File: config.mk
export PLATFORM = sky130hd
export DESIGN_NAME = stream_freshness_rate_monitor
export DESIGN_NICKNAME = d
export VERILOG_FILES = /design/src/hdl/sfrm_pkg.sv /design/src/hdl/stream_freshness_rate_monitor.sv /design/src/hdl/sfrm_lane.sv
export SDC_FILE = /design/constraint.sdc
export NUM_CORES = 1
export LEC_CHECK = 0
export ABC_AREA = 1
export BUFFER_PORTS_ARGS = -buffer_cell sky130_fd_sc_hd__buf_2
export CORE_ASPECT_RATIO = 0.6
export CORE_UTILIZATION = 40
export CTS_BUF_LIST = sky130_fd_sc_hd__clkbuf_2 sky130_fd_sc_hd__clkbuf_4 sky130_fd_sc_hd__clkbuf_8
export CTS_CLUSTER_SIZE = 30
export DETAILED_ROUTE_END_ITERATION = 10
export PLACE_DENSITY = 0.58
export SLEW_MARGIN = 20
export SYNTH_ARGS = -nofsm -noshare
export SYNTH_HDL_FRONTEND = slang
export SYNTH_SLANG_ARGS = --single-unit
export TNS_END_PERCENT = 100
File: constraint.sdc
create_clock -name clk -period 3.5 [get_ports clk]
set_input_delay 0.7 -clock clk [delete_from_list [all_inputs] [get_ports clk]]
set_output_delay 0.7 -clock clk [all_outputs]
set_load 0.1 [all_outputs]
File: src/hdl/sfrm_pkg.sv
package sfrm_pkg;

  localparam int NumStreams   = 3;
  localparam int IntervalW    = 24;
  localparam int AgeW         = 8;
  localparam int TickW        = 16;
  localparam int CfgIndexW    = 3;
  localparam int CfgDataW     = 24;
  localparam int OutDataW     = 16;

  typedef enum logic [1:0] {
    ACT_TICK       = 2'd0,
    ACT_SOLUTION   = 2'd1,
    ACT_CORRECTION = 2'd2,
    ACT_ATTITUDE   = 2'd3
  } action_t;

  typedef enum logic [1:0] {
    RATE_UNKNOWN = 2'd0,
    RATE_OK      = 2'd1,
    RATE_WARNING = 2'd2,
    RATE_ERROR   = 2'd3
  } rate_t;

  localparam logic [CfgIndexW-1:0] REG_EXPECTED_INTERVAL = 3'd0;
  localparam logic [CfgIndexW-1:0] REG_AGE_LIMIT         = 3'd1;
  localparam logic [CfgIndexW-1:0] REG_AGE_CEILING       = 3'd2;
  localparam logic [CfgIndexW-1:0] REG_SOLUTION_LIMIT    = 3'd3;
  localparam logic [CfgIndexW-1:0] REG_CORRECTION_LIMIT  = 3'd4;
  localparam logic [CfgIndexW-1:0] REG_ATTITUDE_LIMIT    = 3'd5;

  localparam logic [IntervalW-1:0] RST_EXPECTED_INTERVAL = '0;
  localparam logic [AgeW-1:0]      RST_AGE_LIMIT         = 8'd10;
  localparam logic [AgeW-1:0]      RST_AGE_CEILING       = 8'd255;
  localparam logic [TickW-1:0]     RST_TICK_LIMIT        = 16'd1;

  typedef struct packed {
    logic tick;
    logic arrive;
  } lane_ctrl_t;

  typedef struct packed {
    logic [AgeW-1:0]  age_limit;
    logic [AgeW-1:0]  age_ceiling;
    logic [TickW-1:0] tick_limit;
  } lane_cfg_t;

  typedef struct packed {
    logic missing;
    logic changed;
  } lane_stat_t;

endpackage

File: src/hdl/stream_freshness_rate_monitor.sv
// An accepted input word passes the input register, then the result register, to m_tdata.
// Throughput: one word per cycle, m_tready allowing; a word enters while a result waits.
// Every input word gives exactly one result word.
// Reset (rst, synchronous, active high) clears all ages, tick counters and
// missing flags, sets the rate status to unknown and loads register defaults.
module stream_freshness_rate_monitor
  import sfrm_pkg::*;
(
  input  logic                 clk,
  input  logic                 rst,
  // config write port
  input  logic                 cfg_write,
  input  logic [CfgIndexW-1:0] cfg_index,
  input  logic [CfgDataW-1:0]  cfg_data,
  // input stream
  input  logic                 s_tvalid,
  output logic                 s_tready,
  input  logic [IntervalW-1:0] s_tdata,   // [23:0] publish_interval_us
  input  logic [1:0]           s_tuser,   // [1:0] action
  // result stream
  output logic                 m_tvalid,
  input  logic                 m_tready,
  output logic [OutDataW-1:0]  m_tdata    // [1:0] rate_status, [2] rate_status_changed,
                                          // [5:3] missing_mask,
                                          // [8:6] missing_changed_mask, [15:9] zero
);

  // Configuration registers
  logic [IntervalW-1:0] expected_interval;
  logic [AgeW-1:0]      age_limit;
  logic [AgeW-1:0]      age_ceiling;
  logic [TickW-1:0]     tick_limit [NumStreams];

  always_ff @(posedge clk) begin
    if (rst) begin
      expected_interval <= RST_EXPECTED_INTERVAL;
      age_limit         <= RST_AGE_LIMIT;
      age_ceiling       <= RST_AGE_CEILING;
      for (int i = 0; i < NumStreams; i++) begin
        tick_limit[i] <= RST_TICK_LIMIT;
      end
    end else if (cfg_write) begin
      case (cfg_index)
        REG_EXPECTED_INTERVAL: expected_interval <= cfg_data;
        REG_AGE_LIMIT:         age_limit         <= cfg_data[AgeW-1:0];
        REG_AGE_CEILING:       age_ceiling       <= cfg_data[AgeW-1:0];
        REG_SOLUTION_LIMIT:    tick_limit[0]     <= cfg_data[TickW-1:0];
        REG_CORRECTION_LIMIT:  tick_limit[1]     <= cfg_data[TickW-1:0];
        REG_ATTITUDE_LIMIT:    tick_limit[2]     <= cfg_data[TickW-1:0];
        default: ;  // drop writes beyond the register list
      endcase
    end
  end

  // Input register stage
  logic                 in_valid;
  action_t              in_action;
  logic [IntervalW-1:0] in_interval;
  logic                 out_free;
  logic                 advance;

  // The result register frees when empty or when its word is taken this cycle
  assign out_free = !m_tvalid || m_tready;
  assign advance  = in_valid && out_free;
  assign s_tready = !in_valid || out_free;

  always_ff @(posedge clk) begin
    if (rst) begin
      in_valid <= 1'b0;
    end else if (s_tready) begin
      in_valid <= s_tvalid;
    end
    if (s_tvalid && s_tready) begin
      in_action   <= action_t'(s_tuser);
      in_interval <= s_tdata;
    end
  end

  // Rate rating: 2x as interval > 2*expected, 1.3x as 10*interval > 13*expected,
  // all done with shift-adds in widths that cannot overflow.
  logic [IntervalW:0]   twice_expected;
  logic [IntervalW+3:0] interval_x10;
  logic [IntervalW+3:0] expected_x13;
  rate_t                rating;
  rate_t                rate_state;
  logic                 is_tick;

  assign twice_expected = {expected_interval, 1'b0};
  assign interval_x10   = {1'b0, in_interval, 3'b000} + {3'b000, in_interval, 1'b0};
  assign expected_x13   = {1'b0, expected_interval, 3'b000}
                        + {2'b00, expected_interval, 2'b00}
                        + {4'b0000, expected_interval};

  always_comb begin
    if ({1'b0, in_interval} > twice_expected) begin
      rating = RATE_ERROR;
    end else if (interval_x10 > expected_x13) begin
      rating = RATE_WARNING;
    end else if (in_interval == '0) begin
      rating = RATE_UNKNOWN;
    end else begin
      rating = RATE_OK;
    end
  end

  assign is_tick = (in_action == ACT_TICK);

  // Per-stream age, prescale counter and missing flag
  lane_ctrl_t                  lane_ctrl [NumStreams];
  lane_cfg_t                   lane_cfg  [NumStreams];
  lane_stat_t                  lane_stat [NumStreams];
  logic       [NumStreams-1:0] missing_mask;
  logic       [NumStreams-1:0] missing_changed;

  always_comb begin
    lane_ctrl[0].arrive = advance && (in_action == ACT_SOLUTION);
    lane_ctrl[1].arrive = advance && (in_action == ACT_CORRECTION);
    lane_ctrl[2].arrive = advance && (in_action == ACT_ATTITUDE);
    for (int i = 0; i < NumStreams; i++) begin
      lane_ctrl[i].tick       = advance && is_tick;
      lane_cfg[i].age_limit   = age_limit;
      lane_cfg[i].age_ceiling = age_ceiling;
      lane_cfg[i].tick_limit  = tick_limit[i];
      missing_mask[i]         = lane_stat[i].missing;
      missing_changed[i]      = lane_stat[i].changed;
    end
  end

  for (genvar g = 0; g < NumStreams; g++) begin : g_lane
    sfrm_lane u_lane (
      .clk  (clk),
      .rst  (rst),
      .ctrl (lane_ctrl[g]),
      .cfg  (lane_cfg[g]),
      .stat (lane_stat[g])
    );
  end

  // Rate state and result register
  rate_t                 rate_next;
  logic                  rate_changed;
  logic [OutDataW-1:0]   result_next;

  assign rate_next    = is_tick ? rating : rate_state;
  assign rate_changed = is_tick && (rating != rate_state);
  assign result_next  = {{(OutDataW - 3 - 2 * NumStreams){1'b0}},
                         missing_changed, missing_mask, rate_changed, rate_next};

  always_ff @(posedge clk) begin
    if (rst) begin
      rate_state <= RATE_UNKNOWN;
      m_tvalid   <= 1'b0;
    end else begin
      if (advance) begin
        rate_state <= rate_next;
      end
      if (out_free) begin
        m_tvalid <= in_valid;
      end
    end
    if (advance) begin
      m_tdata <= result_next;
    end
  end

endmodule

File: src/hdl/sfrm_lane.sv
module sfrm_lane
  import sfrm_pkg::*;
(
  input  logic       clk,
  input  logic       rst,
  input  lane_ctrl_t ctrl,
  input  lane_cfg_t  cfg,
  output lane_stat_t stat
);

  logic [AgeW-1:0]  age;
  logic [TickW-1:0] tick_count;
  logic             missing;
  logic             over_limit;
  logic             expired;

  assign over_limit = (age > cfg.age_limit);
  assign expired    = (tick_count > cfg.tick_limit);

  // Missing flag as it stands after this word
  assign stat.missing = ctrl.tick ? over_limit : missing;
  assign stat.changed = ctrl.tick && (over_limit != missing);

  always_ff @(posedge clk) begin
    if (rst) begin
      age        <= '0;
      tick_count <= '0;
      missing    <= 1'b0;
    end else if (ctrl.arrive) begin
      age <= '0;
    end else if (ctrl.tick) begin
      missing <= over_limit;
      if (expired) begin
        // reload past the limit at the ceiling, otherwise step
        if (age == cfg.age_ceiling) begin
          age <= cfg.age_limit + AgeW'(1);
        end else begin
          age <= age + AgeW'(1);
        end
        tick_count <= TickW'(1);
      end else begin
        tick_count <= tick_count + TickW'(1);
      end
    end
  end

endmodule

==> parameters.txt <==
Parameter                              Value

Outcome
  Run status    complete, but fails checks
  Violations in the final reports    negative setup slack

Power
  Overall Power    6195 uW
  Gate power share    21.3%
  Cell leakage power    0.008253 uW
  Clock power share    36.6%
  Cell internal pwr    4284 uW
  Power dissipated by switching net loads    1910 uW
  Fraction of power spent switching nets    30.84%
  Worst vdd ir    222.0 uV
  Power density cells    350.7 nW/um^2
  Sequential fraction of design power    42.1%

Logic synthesis
  Count of different cell masters after synthesis    48
  Share of cell area taken by muxes after synthesis    0%
  Post-synthesis async set-or-reset flop share    0%
  Number of synthesized flops with an enable pin    83
  Post-synthesis instance area    14,260 sq um
  Post-synthesis area per instance    7.918 sq um
  Instance count of the mapped netlist    1,801
  Largest family of logic cells by synthesized area    simple AND/OR/NAND/NOR gates
  Share of synthesized cell area in full adder, half adder and majority cells    18.85%
  Synthesis warning total    0
  Synth Area in Compound Gates    13.27%
  Post-synthesis xor/xnor area fraction    5.896%
  Top_reg_cell synth    dfxtp_1
  Synthesized-area fraction occupied by and/or/nand/nor cells    19.50%
  Yosys reg bits    202
  Register area share after synthesis    34.18%

GRT
  Vias in the first global route    12,154
  Antenna violations before repair    0
  Largest net degree at the start of global routing    57
  Overall Global Routing Usage    22.69%
  Total grt overflow    0
  Wire length of the first global-routing pass    65,120 um

Setup path
  Critical path class    register to register
  Delay of the slowest cell on the worst path    0.44 ns
  Critical Path Start Type    register
  Crit path arrival time    4.24 ns
  Highest net fanout along the worst path    5
  Highest-delay cell along the critical path    fa_1
  Data required time of the critical path    3.81 ns
  Critical Path Sink Type    register
  Critical Path Most Common Cell    nand2_1

Die
  Core footprint    35,080 sq um
  Total number of placement rows    53
  Initial Util    40.65%
  Number of top-level design ports    76
  Die boundary height    148.3 um
  Die footprint    36,430 sq um
  Die outline width    245.8 um

CTS
  Clock tree root driver cell    clkbuf_8
  Clock network latency to the later pin of the worst-skew pair    0.57 ns
  Buffer levels on the longest clock path    3
  Number of sinks driven by the clock tree    202
  Register clock-pin slew on the reported worst setup and hold paths    0.07 ns
  Level count of the clock H-tree    2
  Clock tree from TritonCTS    yes
  Total clock buffers created by CTS    35

Timing
  Setup repair after global routing missed its margin    yes
  Hold Violations, Final    0
  Final clock skew    0.03399 ns
  Final Max Slew Viols    0
  Worst-Margin Slew    0.7867 ns
  Ratio of final minimum period to clock period    112.3%
  Smallest setup slack after layout    -0.4308 ns
  Finish-stage setup viols    5
  FMAX    0.2544 GHz
  Post-layout min period    3.931 ns
  Slew margin rel.    47.49%

Placement
  Post-placement setup slack    -0.7174 ns
  Placer Congestion    0.8925
  Placed wire-length estimate    32,350 um
  Instance area at placement    16,410 sq um
  Port-buffer cells    68

Cells and area
  Final cell area excluding filler cells    17,660 sq um
  Highest-count cells in the layout ignoring fill and taps    nand2_1, inv_1, buf_4
  Area of the multi-input gates    8692 sq um
  Area growth from synthesis to final layout    23.86%
  Layout cell share with drive strength beyond 1    20.98%
  Number of nets in the layout    2,325
  Number of antenna repair diodes    0
  Fillers    3,332
  Most common cell after layout, fill and taps aside    nand2_1
  Area taken by flip-flops and latches    4908 sq um

Route
  Total Wirelength    41,360 um
  Via count of the routed design    12,938
  Mean routed wirelength per cell    16.16 um
  DRT antenna net count    0
  First-pass detailed-route iteration total    6
  Remaining DRCs    0
  Routed vias/inst    5.056
  Initial drt markers    859

Flow run
  Count of max-cap constraint violations    0

Min path
  Path type of the worst min-delay path    input pin to register
sequential cells by signal (all words and copies together) (netlist names):
register                  count
m_tdata                       9
g_lane.u_lane.tick_count     48
tick_limit                   48
in_valid                      1
in_interval                  24
g_lane.u_lane.missing         3
in_action                     2
age_ceiling                   8
m_tvalid                      1
age_limit                     8
g_lane.u_lane.age            24
rate_state                    2
expected_interval            24
power groups by stage:
stage | clock network (uW) | logic (uW) | registers, uW
after global placement | 0 | 1190 | 2650
after floorplan | 0 | 720 | 2680
after CTS | 2330 | 1270 | 2610
final | 2270 | 1320 | 2610
after global routing | 2430 | 1480 | 2620
after detailed placement | 0 | 1220 | 2660
timing repair:
item                       CTS  global route
gates resized for setup     70            51
setup buffers                2             6
hold buffers                 0             0
setup endpoints to repair    5             5
pin swaps                   21            41
cells by family after synthesis:
kind of cell             after synthesis
buffers and inverters                304
adder cells (fa/ha/maj)              201
other                                  1
AO/OA/AOI/OAI                        351
AND/OR/NAND/NOR                      646
XOR/XNOR                              96
flip-flops                           202
synthesized netlist by cell type, types with 5 or more instances:
library cell,number,area (sq um)
fa_1,23,460.4
ha_1,178,2227
nor2_1,132,495.5
nand2_1,336,1261
a31oi_1,17,106.4
a21o_1,6,45.04
or2_2,7,43.79
buf_2,8,40.04
edfxtp_1,83,2492
o21ai_1,15,75.07
nand3b_1,5,37.54
a21oi_1,168,840.8
o211ai_1,16,120.1
xnor2_1,41,359.1
clkbuf_1,19,71.32
o21ai_0,107,535.5
nand4_1,32,200.2
nand3_1,76,380.4
nor4_1,9,56.30
nor2_2,7,43.79
xor2_1,55,481.7
o21bai_1,7,52.55
dfxtp_1,119,2382
nor3_1,25,125.1
buf_4,8,60.06
inv_1,261,979.7
path summary, 6_finish.rpt:
path	endpoint	from	cells past startpoint	slack [ns]
min reg2reg	g_lane[1].u_lane.tick_count[0]	g_lane[1].u_lane.tick_count[0]	1	0.51
min	in_interval[9]	s_tdata[9]	1	0.30
max reg2reg	m_tdata[2]	expected_interval[9]	26	-0.43
max	m_tdata[2]	expected_interval[9]	26	-0.43
per-stage QoR:
| step | cells | setup TNS, ns | hold slack, ns | utilization (%) |
|---|---|---|---|---|
| finish | 2559 | -1.722 | 0.2972 | 50.35 |
| global placement | 2488 | -2.493 | 0.4850 | 46.78 |
| global route | 2559 | -2.916 | 0.2742 | 50.35 |
| detailed placement | 2488 | -3.235 | 0.5018 | 46.78 |
| CTS | 2553 | -1.369 | 0.2671 | 49.58 |
| floorplan | 1807 | 0 | 0.4679 | - |
worst max-delay path, delay by kind of cell (launching register included):
kind | cells | cell delay (ns)
xor+xnor | 1 | 0.13
compound gates | 5 | 0.63
buf+inv | 2 | 0.26
simple gates | 15 | 1.14
fa+ha+maj | 3 | 1.09
flops | 1 | 0.40
area by class of cell:
type | instances | share of cell area, %
multi-input combinational | 1301 | 49.21
sequential | 202 | 27.79
timing repair buffer | 258 | 10.05
inverter | 268 | 5.696
tap | 467 | 3.308
clock buffer | 43 | 3.103
clock inverter | 20 | 0.8430
metal layers:
layer | vias up | wire length (um) | track usage, %
li1 | 6552 | - | -
met1 | 6009 | 21590 | 35.64
met2 | 319 | 16470 | 31.65
met3 | 58 | 2485 | 3.681
met4 | 0 | 807 | 5.435
met5 | - | 0 | 0
Note: power is estimated with default switching activity, not from simulation.
